==> src/rtl/svalloc_pkg.sv <==
// ----------------------------------------------------------------------------
// svalloc_pkg - shared types and codes of the synth voice allocator
// Voice bank size, request and register codes, per-voice vector types.
// ----------------------------------------------------------------------------
package svalloc_pkg;

    localparam int NUM_VOICES    = 8;
    localparam int UNISON_VOICES = 4;
    localparam int MASK_W        = 8;

    localparam int UNI_COUNT = (UNISON_VOICES < NUM_VOICES) ? UNISON_VOICES : NUM_VOICES;

    // request op codes
    localparam logic [1:0] OP_NOTE_ON    = 2'd0;
    localparam logic [1:0] OP_NOTE_OFF   = 2'd1;
    localparam logic [1:0] OP_VOICE_DONE = 2'd2;

    // voice_mode codes
    localparam logic [1:0] MODE_MONO   = 2'd0;
    localparam logic [1:0] MODE_POLY   = 2'd1;
    localparam logic [1:0] MODE_UNISON = 2'd2;

    // configuration register indexes
    localparam logic [1:0] CFG_VOICE_MODE  = 2'd0;
    localparam logic [1:0] CFG_NOTE_ENABLE = 2'd1;

    localparam logic [7:0] NOTE_NONE = 8'd128;
    localparam logic [7:0] AGE_MAX   = 8'd255;

    typedef logic [NUM_VOICES-1:0]       t_vmask;
    typedef logic [NUM_VOICES-1:0][7:0]  t_age_vec;
    typedef logic [NUM_VOICES-1:0][6:0]  t_note_vec;

    localparam t_vmask UNI_MASK = t_vmask'((64'd1 << UNI_COUNT) - 64'd1);

    typedef struct packed {
        logic   free_found;
        t_vmask target;
    } t_pick;

    // isolate the lowest set bit
    function automatic t_vmask lowest_bit(input t_vmask v);
        return v & (~v + t_vmask'(1));
    endfunction

endpackage

==> src/rtl/svalloc_pick.sv <==
// ----------------------------------------------------------------------------
// svalloc_pick - poly mode target selection
// Lowest free voice, else the oldest voice (lowest index on equal age).
// ----------------------------------------------------------------------------
module svalloc_pick
    import svalloc_pkg::*;
(
    input  t_vmask   i_active,
    input  t_age_vec i_age,
    output t_pick    o_pick
);

    t_vmask     free_oh;
    t_vmask     oldest_oh;
    logic [7:0] best_age;

    always_comb begin
        free_oh   = lowest_bit(~i_active);
        best_age  = i_age[0];
        oldest_oh = t_vmask'(1);
        // strict compare keeps the lowest index on a tie
        for (int i = 1; i < NUM_VOICES; i++) begin
            if (i_age[i] > best_age) begin
                best_age  = i_age[i];
                oldest_oh = t_vmask'(1) << i;
            end
        end
        o_pick.free_found = (free_oh != '0);
        o_pick.target     = (free_oh != '0) ? free_oh : oldest_oh;
    end

endmodule

==> src/rtl/synth_voice_allocator_core.sv <==
// ----------------------------------------------------------------------------
// synth_voice_allocator_core - polyphonic voice allocation with stealing
// Pipeline: a request is taken into the input register, then the
//   allocation logic writes its result into the result register.
// Throughput: one request per cycle unless the output stalls; the voice
//   state is read and rewritten as requests fire back to back.
// Reset: synchronous, active low; all voices idle, last note none, poly mode,
//   notes enabled. No clearing pass is needed.
// ----------------------------------------------------------------------------
module synth_voice_allocator_core
    import svalloc_pkg::*;
(
    input  logic              i_clk,
    input  logic              i_rst_n,

    // configuration write port
    input  logic              i_cfg_wr_en,
    input  logic [1:0]        i_cfg_index,
    input  logic [1:0]        i_cfg_data,

    // request channel
    input  logic              i_in_valid,
    output logic              o_in_stall,
    input  logic [1:0]        i_op,
    input  logic [6:0]        i_note,
    input  logic [6:0]        i_velocity,
    input  logic [2:0]        i_voice,

    // result channel
    output logic              o_out_valid,
    input  logic              i_out_stall,
    output logic [MASK_W-1:0] o_started_mask,
    output logic [MASK_W-1:0] o_steal_mask,
    output logic [MASK_W-1:0] o_released_mask,
    output logic [MASK_W-1:0] o_stopped_mask,
    output logic [6:0]        o_out_note,
    output logic [6:0]        o_out_velocity,
    output logic [7:0]        o_prev_note,
    output logic              o_dropped
);

    // configuration
    logic [1:0] r_mode;
    logic       r_enable;

    // input register
    logic       r_in_valid;
    logic [1:0] r_in_op;
    logic [6:0] r_in_note;
    logic [6:0] r_in_vel;
    logic [2:0] r_in_voice;

    // voice state
    t_vmask     r_active, n_active;
    t_vmask     r_held,   n_held;
    t_vmask     r_pend,   n_pend;
    t_note_vec  r_vnote,  n_vnote;
    t_note_vec  r_snote,  n_snote;
    t_note_vec  r_svel,   n_svel;
    t_age_vec   r_age,    n_age;
    logic [7:0] r_last,   n_last;

    // result register
    logic              r_out_valid;
    logic [MASK_W-1:0] r_out_start, r_out_steal, r_out_rel, r_out_stop;
    logic [6:0]        r_out_note, r_out_vel;
    logic [7:0]        r_out_prev;
    logic              r_out_drop;

    // combinational result
    t_vmask     n_start, n_steal, n_rel, n_stop;
    logic [6:0] n_onote, n_ovel;
    logic [7:0] n_prev;
    logic       n_drop;

    t_vmask     deliver_mask;
    t_vmask     off_note_hit, off_steal_hit, off_hit;
    t_pick      pick;
    logic       fire;

    // ------------------------------------------------------------------
    // Handshake: the allocation stage fires when the result register is
    // empty or being drained; the input register refills in the same cycle.
    // ------------------------------------------------------------------
    assign fire       = r_in_valid && (!r_out_valid || !i_out_stall);
    assign o_in_stall = r_in_valid && !fire;

    svalloc_pick u_pick (
        .i_active (r_active),
        .i_age    (r_age),
        .o_pick   (pick)
    );

    // ------------------------------------------------------------------
    // Allocation logic
    // ------------------------------------------------------------------
    always_comb begin
        n_active = r_active;
        n_held   = r_held;
        n_pend   = r_pend;
        n_vnote  = r_vnote;
        n_snote  = r_snote;
        n_svel   = r_svel;
        n_age    = r_age;
        n_last   = r_last;
        n_start  = '0;
        n_steal  = '0;
        n_rel    = '0;
        n_stop   = '0;
        n_onote  = '0;
        n_ovel   = '0;
        n_prev   = NOTE_NONE;
        n_drop   = 1'b0;

        // voices that take a note on in the current mode
        case (r_mode)
            MODE_MONO:   deliver_mask = t_vmask'(1);
            MODE_POLY:   deliver_mask = pick.target;
            MODE_UNISON: deliver_mask = UNI_MASK;
            default:     deliver_mask = '0;
        endcase

        // note off matches in poly mode: held note first, then pending steal
        off_note_hit  = '0;
        off_steal_hit = '0;
        for (int i = 0; i < NUM_VOICES; i++) begin
            off_note_hit[i]  = r_active[i] && r_held[i] && (r_vnote[i] == r_in_note);
            off_steal_hit[i] = r_active[i] && r_held[i] && r_pend[i]
                               && (r_snote[i] == r_in_note);
        end
        off_hit = (off_note_hit != '0) ? lowest_bit(off_note_hit)
                                       : lowest_bit(off_steal_hit);

        if (r_in_op == OP_NOTE_ON && r_enable) begin
            n_prev  = r_last;
            n_onote = r_in_note;
            n_ovel  = r_in_vel;
            for (int i = 0; i < NUM_VOICES; i++) begin
                if (deliver_mask[i]) begin
                    n_age[i] = '0;
                    if (r_active[i]) begin
                        // queue over a busy voice, overwriting any earlier queue
                        n_pend[i]  = 1'b1;
                        n_snote[i] = r_in_note;
                        n_svel[i]  = r_in_vel;
                        n_steal[i] = 1'b1;
                    end else begin
                        n_active[i] = 1'b1;
                        n_held[i]   = 1'b1;
                        n_vnote[i]  = r_in_note;
                        n_start[i]  = 1'b1;
                    end
                end
            end
            // poly: age every voice that is now active
            if (r_mode == MODE_POLY) begin
                for (int i = 0; i < NUM_VOICES; i++) begin
                    if (n_active[i] && n_age[i] != AGE_MAX) begin
                        n_age[i] = n_age[i] + 8'd1;
                    end
                end
            end
            n_last = {1'b0, r_in_note};
        end else if (r_in_op == OP_NOTE_OFF && r_enable) begin
            case (r_mode)
                MODE_MONO:   n_rel = r_active & t_vmask'(1);
                MODE_POLY: begin
                    n_rel = off_hit;
                    // a match on the queued note cancels the queue
                    if (off_note_hit == '0) begin
                        n_pend = r_pend & ~off_hit;
                    end
                end
                MODE_UNISON: n_rel = r_active & UNI_MASK;
                default:     n_rel = '0;
            endcase
            n_held = n_held & ~n_rel;
            if (r_mode inside {MODE_MONO, MODE_POLY, MODE_UNISON}) begin
                if (n_rel != '0) begin
                    n_onote = r_in_note;
                    n_ovel  = r_in_vel;
                end else begin
                    n_drop = 1'b1;
                end
            end
        end else if (r_in_op == OP_VOICE_DONE) begin
            for (int i = 0; i < NUM_VOICES; i++) begin
                if (i == int'(r_in_voice) && r_active[i]) begin
                    if (r_pend[i]) begin
                        // start the queued note
                        n_pend[i]  = 1'b0;
                        n_vnote[i] = r_snote[i];
                        n_held[i]  = 1'b1;
                        n_start[i] = 1'b1;
                        n_onote    = r_snote[i];
                        n_ovel     = r_svel[i];
                    end else begin
                        n_active[i] = 1'b0;
                        n_held[i]   = 1'b0;
                        n_stop[i]   = 1'b1;
                    end
                end
            end
        end
    end

    // ------------------------------------------------------------------
    // Registers
    // ------------------------------------------------------------------
    always_ff @(posedge i_clk) begin
        if (!i_rst_n) begin
            r_mode      <= MODE_POLY;
            r_enable    <= 1'b1;
            r_in_valid  <= 1'b0;
            r_out_valid <= 1'b0;
            r_active    <= '0;
            r_held      <= '0;
            r_pend      <= '0;
            r_vnote     <= '0;
            r_snote     <= '0;
            r_svel      <= '0;
            r_age       <= '0;
            r_last      <= NOTE_NONE;
        end else begin
            if (i_cfg_wr_en) begin
                if (i_cfg_index == CFG_VOICE_MODE) begin
                    r_mode <= i_cfg_data;
                end
                if (i_cfg_index == CFG_NOTE_ENABLE) begin
                    r_enable <= i_cfg_data[0];
                end
            end

            // input register: hold while stalled, load on acceptance
            if (!o_in_stall) begin
                r_in_valid <= i_in_valid;
            end

            if (fire) begin
                r_active <= n_active;
                r_held   <= n_held;
                r_pend   <= n_pend;
                r_vnote  <= n_vnote;
                r_snote  <= n_snote;
                r_svel   <= n_svel;
                r_age    <= n_age;
                r_last   <= n_last;
            end

            // result register: drop once taken, refill on fire
            if (fire) begin
                r_out_valid <= 1'b1;
            end else if (!i_out_stall) begin
                r_out_valid <= 1'b0;
            end
        end
    end

    // payload registers
    always_ff @(posedge i_clk) begin
        if (i_in_valid && !o_in_stall) begin
            r_in_op    <= i_op;
            r_in_note  <= i_note;
            r_in_vel   <= i_velocity;
            r_in_voice <= i_voice;
        end
        if (fire) begin
            r_out_start <= MASK_W'(n_start);
            r_out_steal <= MASK_W'(n_steal);
            r_out_rel   <= MASK_W'(n_rel);
            r_out_stop  <= MASK_W'(n_stop);
            r_out_note  <= n_onote;
            r_out_vel   <= n_ovel;
            r_out_prev  <= n_prev;
            r_out_drop  <= n_drop;
        end
    end

    assign o_out_valid     = r_out_valid;
    assign o_started_mask  = r_out_start;
    assign o_steal_mask    = r_out_steal;
    assign o_released_mask = r_out_rel;
    assign o_stopped_mask  = r_out_stop;
    assign o_out_note      = r_out_note;
    assign o_out_velocity  = r_out_vel;
    assign o_prev_note     = r_out_prev;
    assign o_dropped       = r_out_drop;

    // ------------------------------------------------------------------
    // Assertions
    // ------------------------------------------------------------------
    a_pend_needs_active: assert property (@(posedge i_clk) disable iff (!i_rst_n)
        (r_pend & ~r_active) == '0)
        else $error("steal queued on an idle voice");

    a_held_needs_active: assert property (@(posedge i_clk) disable iff (!i_rst_n)
        (r_held & ~r_active) == '0)
        else $error("idle voice marked as held");

    a_free_poly_starts: assert property (@(posedge i_clk) disable iff (!i_rst_n)
        fire && r_enable && r_mode == MODE_POLY && r_in_op == OP_NOTE_ON
        && pick.free_found |=> o_out_valid
        && ($onehot(o_started_mask) || NUM_VOICES > MASK_W))
        else $error("poly note on with a free voice started no single voice");

    a_start_stop_apart: assert property (@(posedge i_clk) disable iff (!i_rst_n)
        o_out_valid |-> (o_started_mask & o_stopped_mask) == '0)
        else $error("voice both started and stopped by one request");

    a_fire_gives_result: assert property (@(posedge i_clk) disable iff (!i_rst_n)
        fire |=> o_out_valid)
        else $error("allocation result lost");

endmodule

==> config.mk <==
export PLATFORM = sky130hd
export DESIGN_NAME = synth_voice_allocator_core
export DESIGN_NICKNAME = d
export VERILOG_FILES = /design/src/rtl/svalloc_pkg.sv /design/src/rtl/svalloc_pick.sv /design/src/rtl/synth_voice_allocator_core.sv
export SDC_FILE = /design/constraint.sdc
export NUM_CORES = 1
export LEC_CHECK = 0
export ABC_CLOCK_PERIOD_IN_PS = 17730
export BUFFER_PORTS_ARGS = -buffer_cell sky130_fd_sc_hd__buf_4
export CAP_MARGIN = 20
export CORE_ASPECT_RATIO = 1.4
export CORE_MARGIN = 4
export CORE_UTILIZATION = 63
export DETAILED_ROUTE_END_ITERATION = 7
export PLACE_DENSITY = 0.81
export SKIP_CTS_REPAIR_TIMING = 1
export SYNTH_ARGS = -nofsm -noshare
export SYNTH_HDL_FRONTEND = slang
export SYNTH_SLANG_ARGS = --single-unit
==> constraint.sdc <==
create_clock -name i_clk -period 17.73 [get_ports i_clk]
set_input_delay 5.319 -clock i_clk [delete_from_list [all_inputs] [get_ports i_clk]]
set_output_delay 5.319 -clock i_clk [all_outputs]
set_load 0.01 [all_outputs]
==> flow_summary_export.csv <==
group,metric,value,unit
synth,yosysSeqAreaShare,39.70,%
setup_path,crit_required,18.17,ns
floorplanning,rows,75,
setup_path,critPathTopFamily,"compound AO/OA/AOI/OAI gates",
detailed_routing,dr.pass1.iters,6,
setup_path,worst_setup_path_start_kind,"flip-flop",
pwr,power_frac_comb,15.7,%
min_path,hold_end,"r_svel[21]",
placement,post-dp-hpwl,39490,um
min_path,hold_depth,2,
detailed_routing,drt_iter0_drc,1829,
setup_path,crit_path_max_incr_delay,0.47,ns
synth,syn_area_per_cell,8.198,um2
synth,synth-edff-count,74,
floorplanning,core,30030,um2
pwr,power.leakage,0.007992,uW
grt,grt_pass1_vias,17510,
synth,netlist_area,19160,um2
placement,portBuffers,84,
synth,yosys.cell_types.count,81,
setup_path,crit_path_frequent_cell,"a21oi_1",
synth,async_flop_share,0,%
setup_path,crit_path_max_fanout,19,
floorplanning,dieArea,33310,um2
sta,max_clock_freq,0.06137,GHz
grt,overflow,0,
finish,diodes,0,
status,status,"finished, final reports clean",
clock_tree,clock_latency,0.54,ns
sta,final_hold_viol_count,0,
sta,rsz0062_at_grt,"false",
synth,syn_nets,2425,
finish,syn2layout_area_growth,10.72,%
setup_path,path_class,"reg -> reg",
finish,nNetsFinal,2420,
clock_tree,cts-buffers-inserted,36,
setup_path,rr_worst_depth,80,
sta,clock_skew,0.02015,ns
grt,grt_max_degree,142,
sta,setup_viol,0,
detailed_routing,top_layer,"met4",
pwr,p_int,1359,uW
floorplanning,die_h,214.3,um
detailed_routing,wl_met3,4967,um
sta,tightest_slew,1.128,ns
placement,dp.cells,2673,
synth,synth_cells,2337,
pwr,switchingPower,520.8,uW
sta,maxSlewHeadroom,24.77,%
floorplanning,io_pins,85,
clock_tree,cts_tree,"yes",
placement,pre_cts_ws,0.7766,ns
detailed_routing,vias,18080,
clock_tree,h-tree-depth,2,
pwr,switching_share,27.70,%
finish,drive_above_1_share,9.958,%
pwr,power.share.clock,40.9,%
synth,ys.warnings.count,0,
detailed_routing,drtAntennaViolNets,0,
floorplanning,die_w,155.4,um
placement,place_congestion,0.9661,
synth,synth_seq_cells,343,
setup_path,critPathSlowestCell,"or3_1",
setup_path,r2r-start,"r_age[6]",
finish,layout_commonest_cell,"nand2_1",
detailed_routing,post-route-drc-count,0,
setup_path,worstSetupEndpointType,"flip-flop",
clock_tree,cts-root-buf,"clkbuf_16",
setup_path,r2r_slack,1.43,ns
clock_tree,cts.reportedPaths.clkPinSlew,0.07,ns
detailed_routing,drt-met1-wl,22140,um
setup_path,arrival,16.73,ns
grt,grt_first_pass_wirelength,92650,um
synth,synthFlopType,"dfxtp_1",
setup_path,r2r-end,"r_age[13]",
pwr,power_frac_seq,43.4,%
finish,final_cell_mix,"nand2_1 (281), dfxtp_1 (269), nor2_1 (230)",
detailed_routing,wl_met2,27570,um
detailed_routing,wire_per_inst,21.43,um
sta,min_period,16.30,ns
sta,setup_ws,1.434,ns
setup_path,cp_num_buf_inv,9,
detailed_routing,drt_wl_total,58820,um
grt,grtUsageTotal,34.05,%
grt,antenna_found_initial,0,
pwr,ir_worst_vdd,81.47,uV
job,maxCapViolCount,0,
min_path,hold_path_class,"reg -> reg",
min_path,min-delay-start,"r_svel[21]",
pwr,p_per_area,88.62,nW/um2
floorplanning,start_util,63.80,%
clock_tree,clock_sinks,343,
sta,maxSlewViolCount,0,
sta,finalCritPeriodShare,91.91,%
finish,fill_cells,2404,
sta,tns,0,ns
detailed_routing,vias_per_cell,6.586,
finish,instances_no_fill,2745,
sta,finalHoldWorstSlack,0.4517,ns
clock_tree,clockBufferDepth,3,
-- worst reg2reg max path: cells and delay by family (launching register included) --
family | cells | cell delay, ns
AOI/OAI and AO/OA | 34 | 5.92
adders and majority gates | 8 | 2.30
buffers and inverters | 9 | 1.39
DFF | 1 | 0.39
muxes | 4 | 1.27
and+or+nand+nor | 25 | 4.96
-- registers in the layout (all words and copies together), names as in the netlist, 56 cells and up --
name     count
r_age       64
r_snote     56
r_svel      56
r_vnote     56
-- power groups by stage --
stage                     Sequential, uW  Clock [uW]  Combinational (uW)
after CTS                            816         772                 288
final                                816         768                 296
after global placement               833           0                 278
after global routing                 817         807                 322
after floorplan                      832           0                 213
after detailed placement             833           0                 286
-- how the worst max path moves through the flow --
stage | endpoint | start | cells past startpoint
floorplan | r_age[7] | r_age[3] | 87
global placement | r_age[13] | r_age[7] | 80
detailed placement | r_age[3] | r_age[7] | 84
CTS | r_age[3] | r_age[7] | 84
global route | r_age[23] | r_age[6] | 85
finish | r_age[13] | r_age[6] | 80
-- routing by layer --
metal / global-route usage, % / vias up
met2: 55.22 / 993
met4: 22.19 / 0
met1: 41.77 / 8486
li1: - / 8340
met5: 0 / -
met3: 5.270 / 260
-- synth_stat cells, types with 60 or more instances --
cell	instances	area share, %
nand2_1	281	5.5
mux2i_1	69	3.6
clkbuf_1	144	2.8
inv_1	63	1.2
dfxtp_1	269	28
xnor2_1	81	3.7
edfxtp_1	74	12
nor2_1	233	4.6
a21oi_1	205	5.4
o21ai_0	125	3.3
ha_1	60	3.9
nand3_1	112	2.9
-- cells by family (layout without fill, tap and decap cells) --
| group | Yosys count | in the layout | share of synthesized area, % |
|---|---|---|---|
| xor+xnor | 130 | 130 | 5.943 |
| compound gates | 594 | 594 | 19.39 |
| fa+ha+maj | 60 | 60 | 3.918 |
| simple gates | 901 | 901 | 22.26 |
| mux | 78 | 78 | 4.153 |
| flops | 343 | 343 | 39.70 |
| buf+inv | 231 | 254 | 4.637 |
-- stage by stage --
stage               area [um2]  util (%)  power [uW]
finish                   21210     70.65        1880
global route             21210     70.65        1946
CTS                      21120     70.32        1875
detailed placement       19920     66.33        1119
global placement         19910     66.30        1111
floorplan                19160         -        1044
-- final cells by class --
cell class                 instances  area, um2  share of cell area, %
sequential                       343       7607                  35.86
clock inverter                    18      167.7                 0.7903
tap                              385      481.7                  2.271
multi-input combinational       1763      10710                  50.47
inverter                          63      241.5                  1.138
timing repair buffer             125      980.9                  4.624
clock buffer                      48       1028                  4.848
Power figures use the tool's default switching activity.
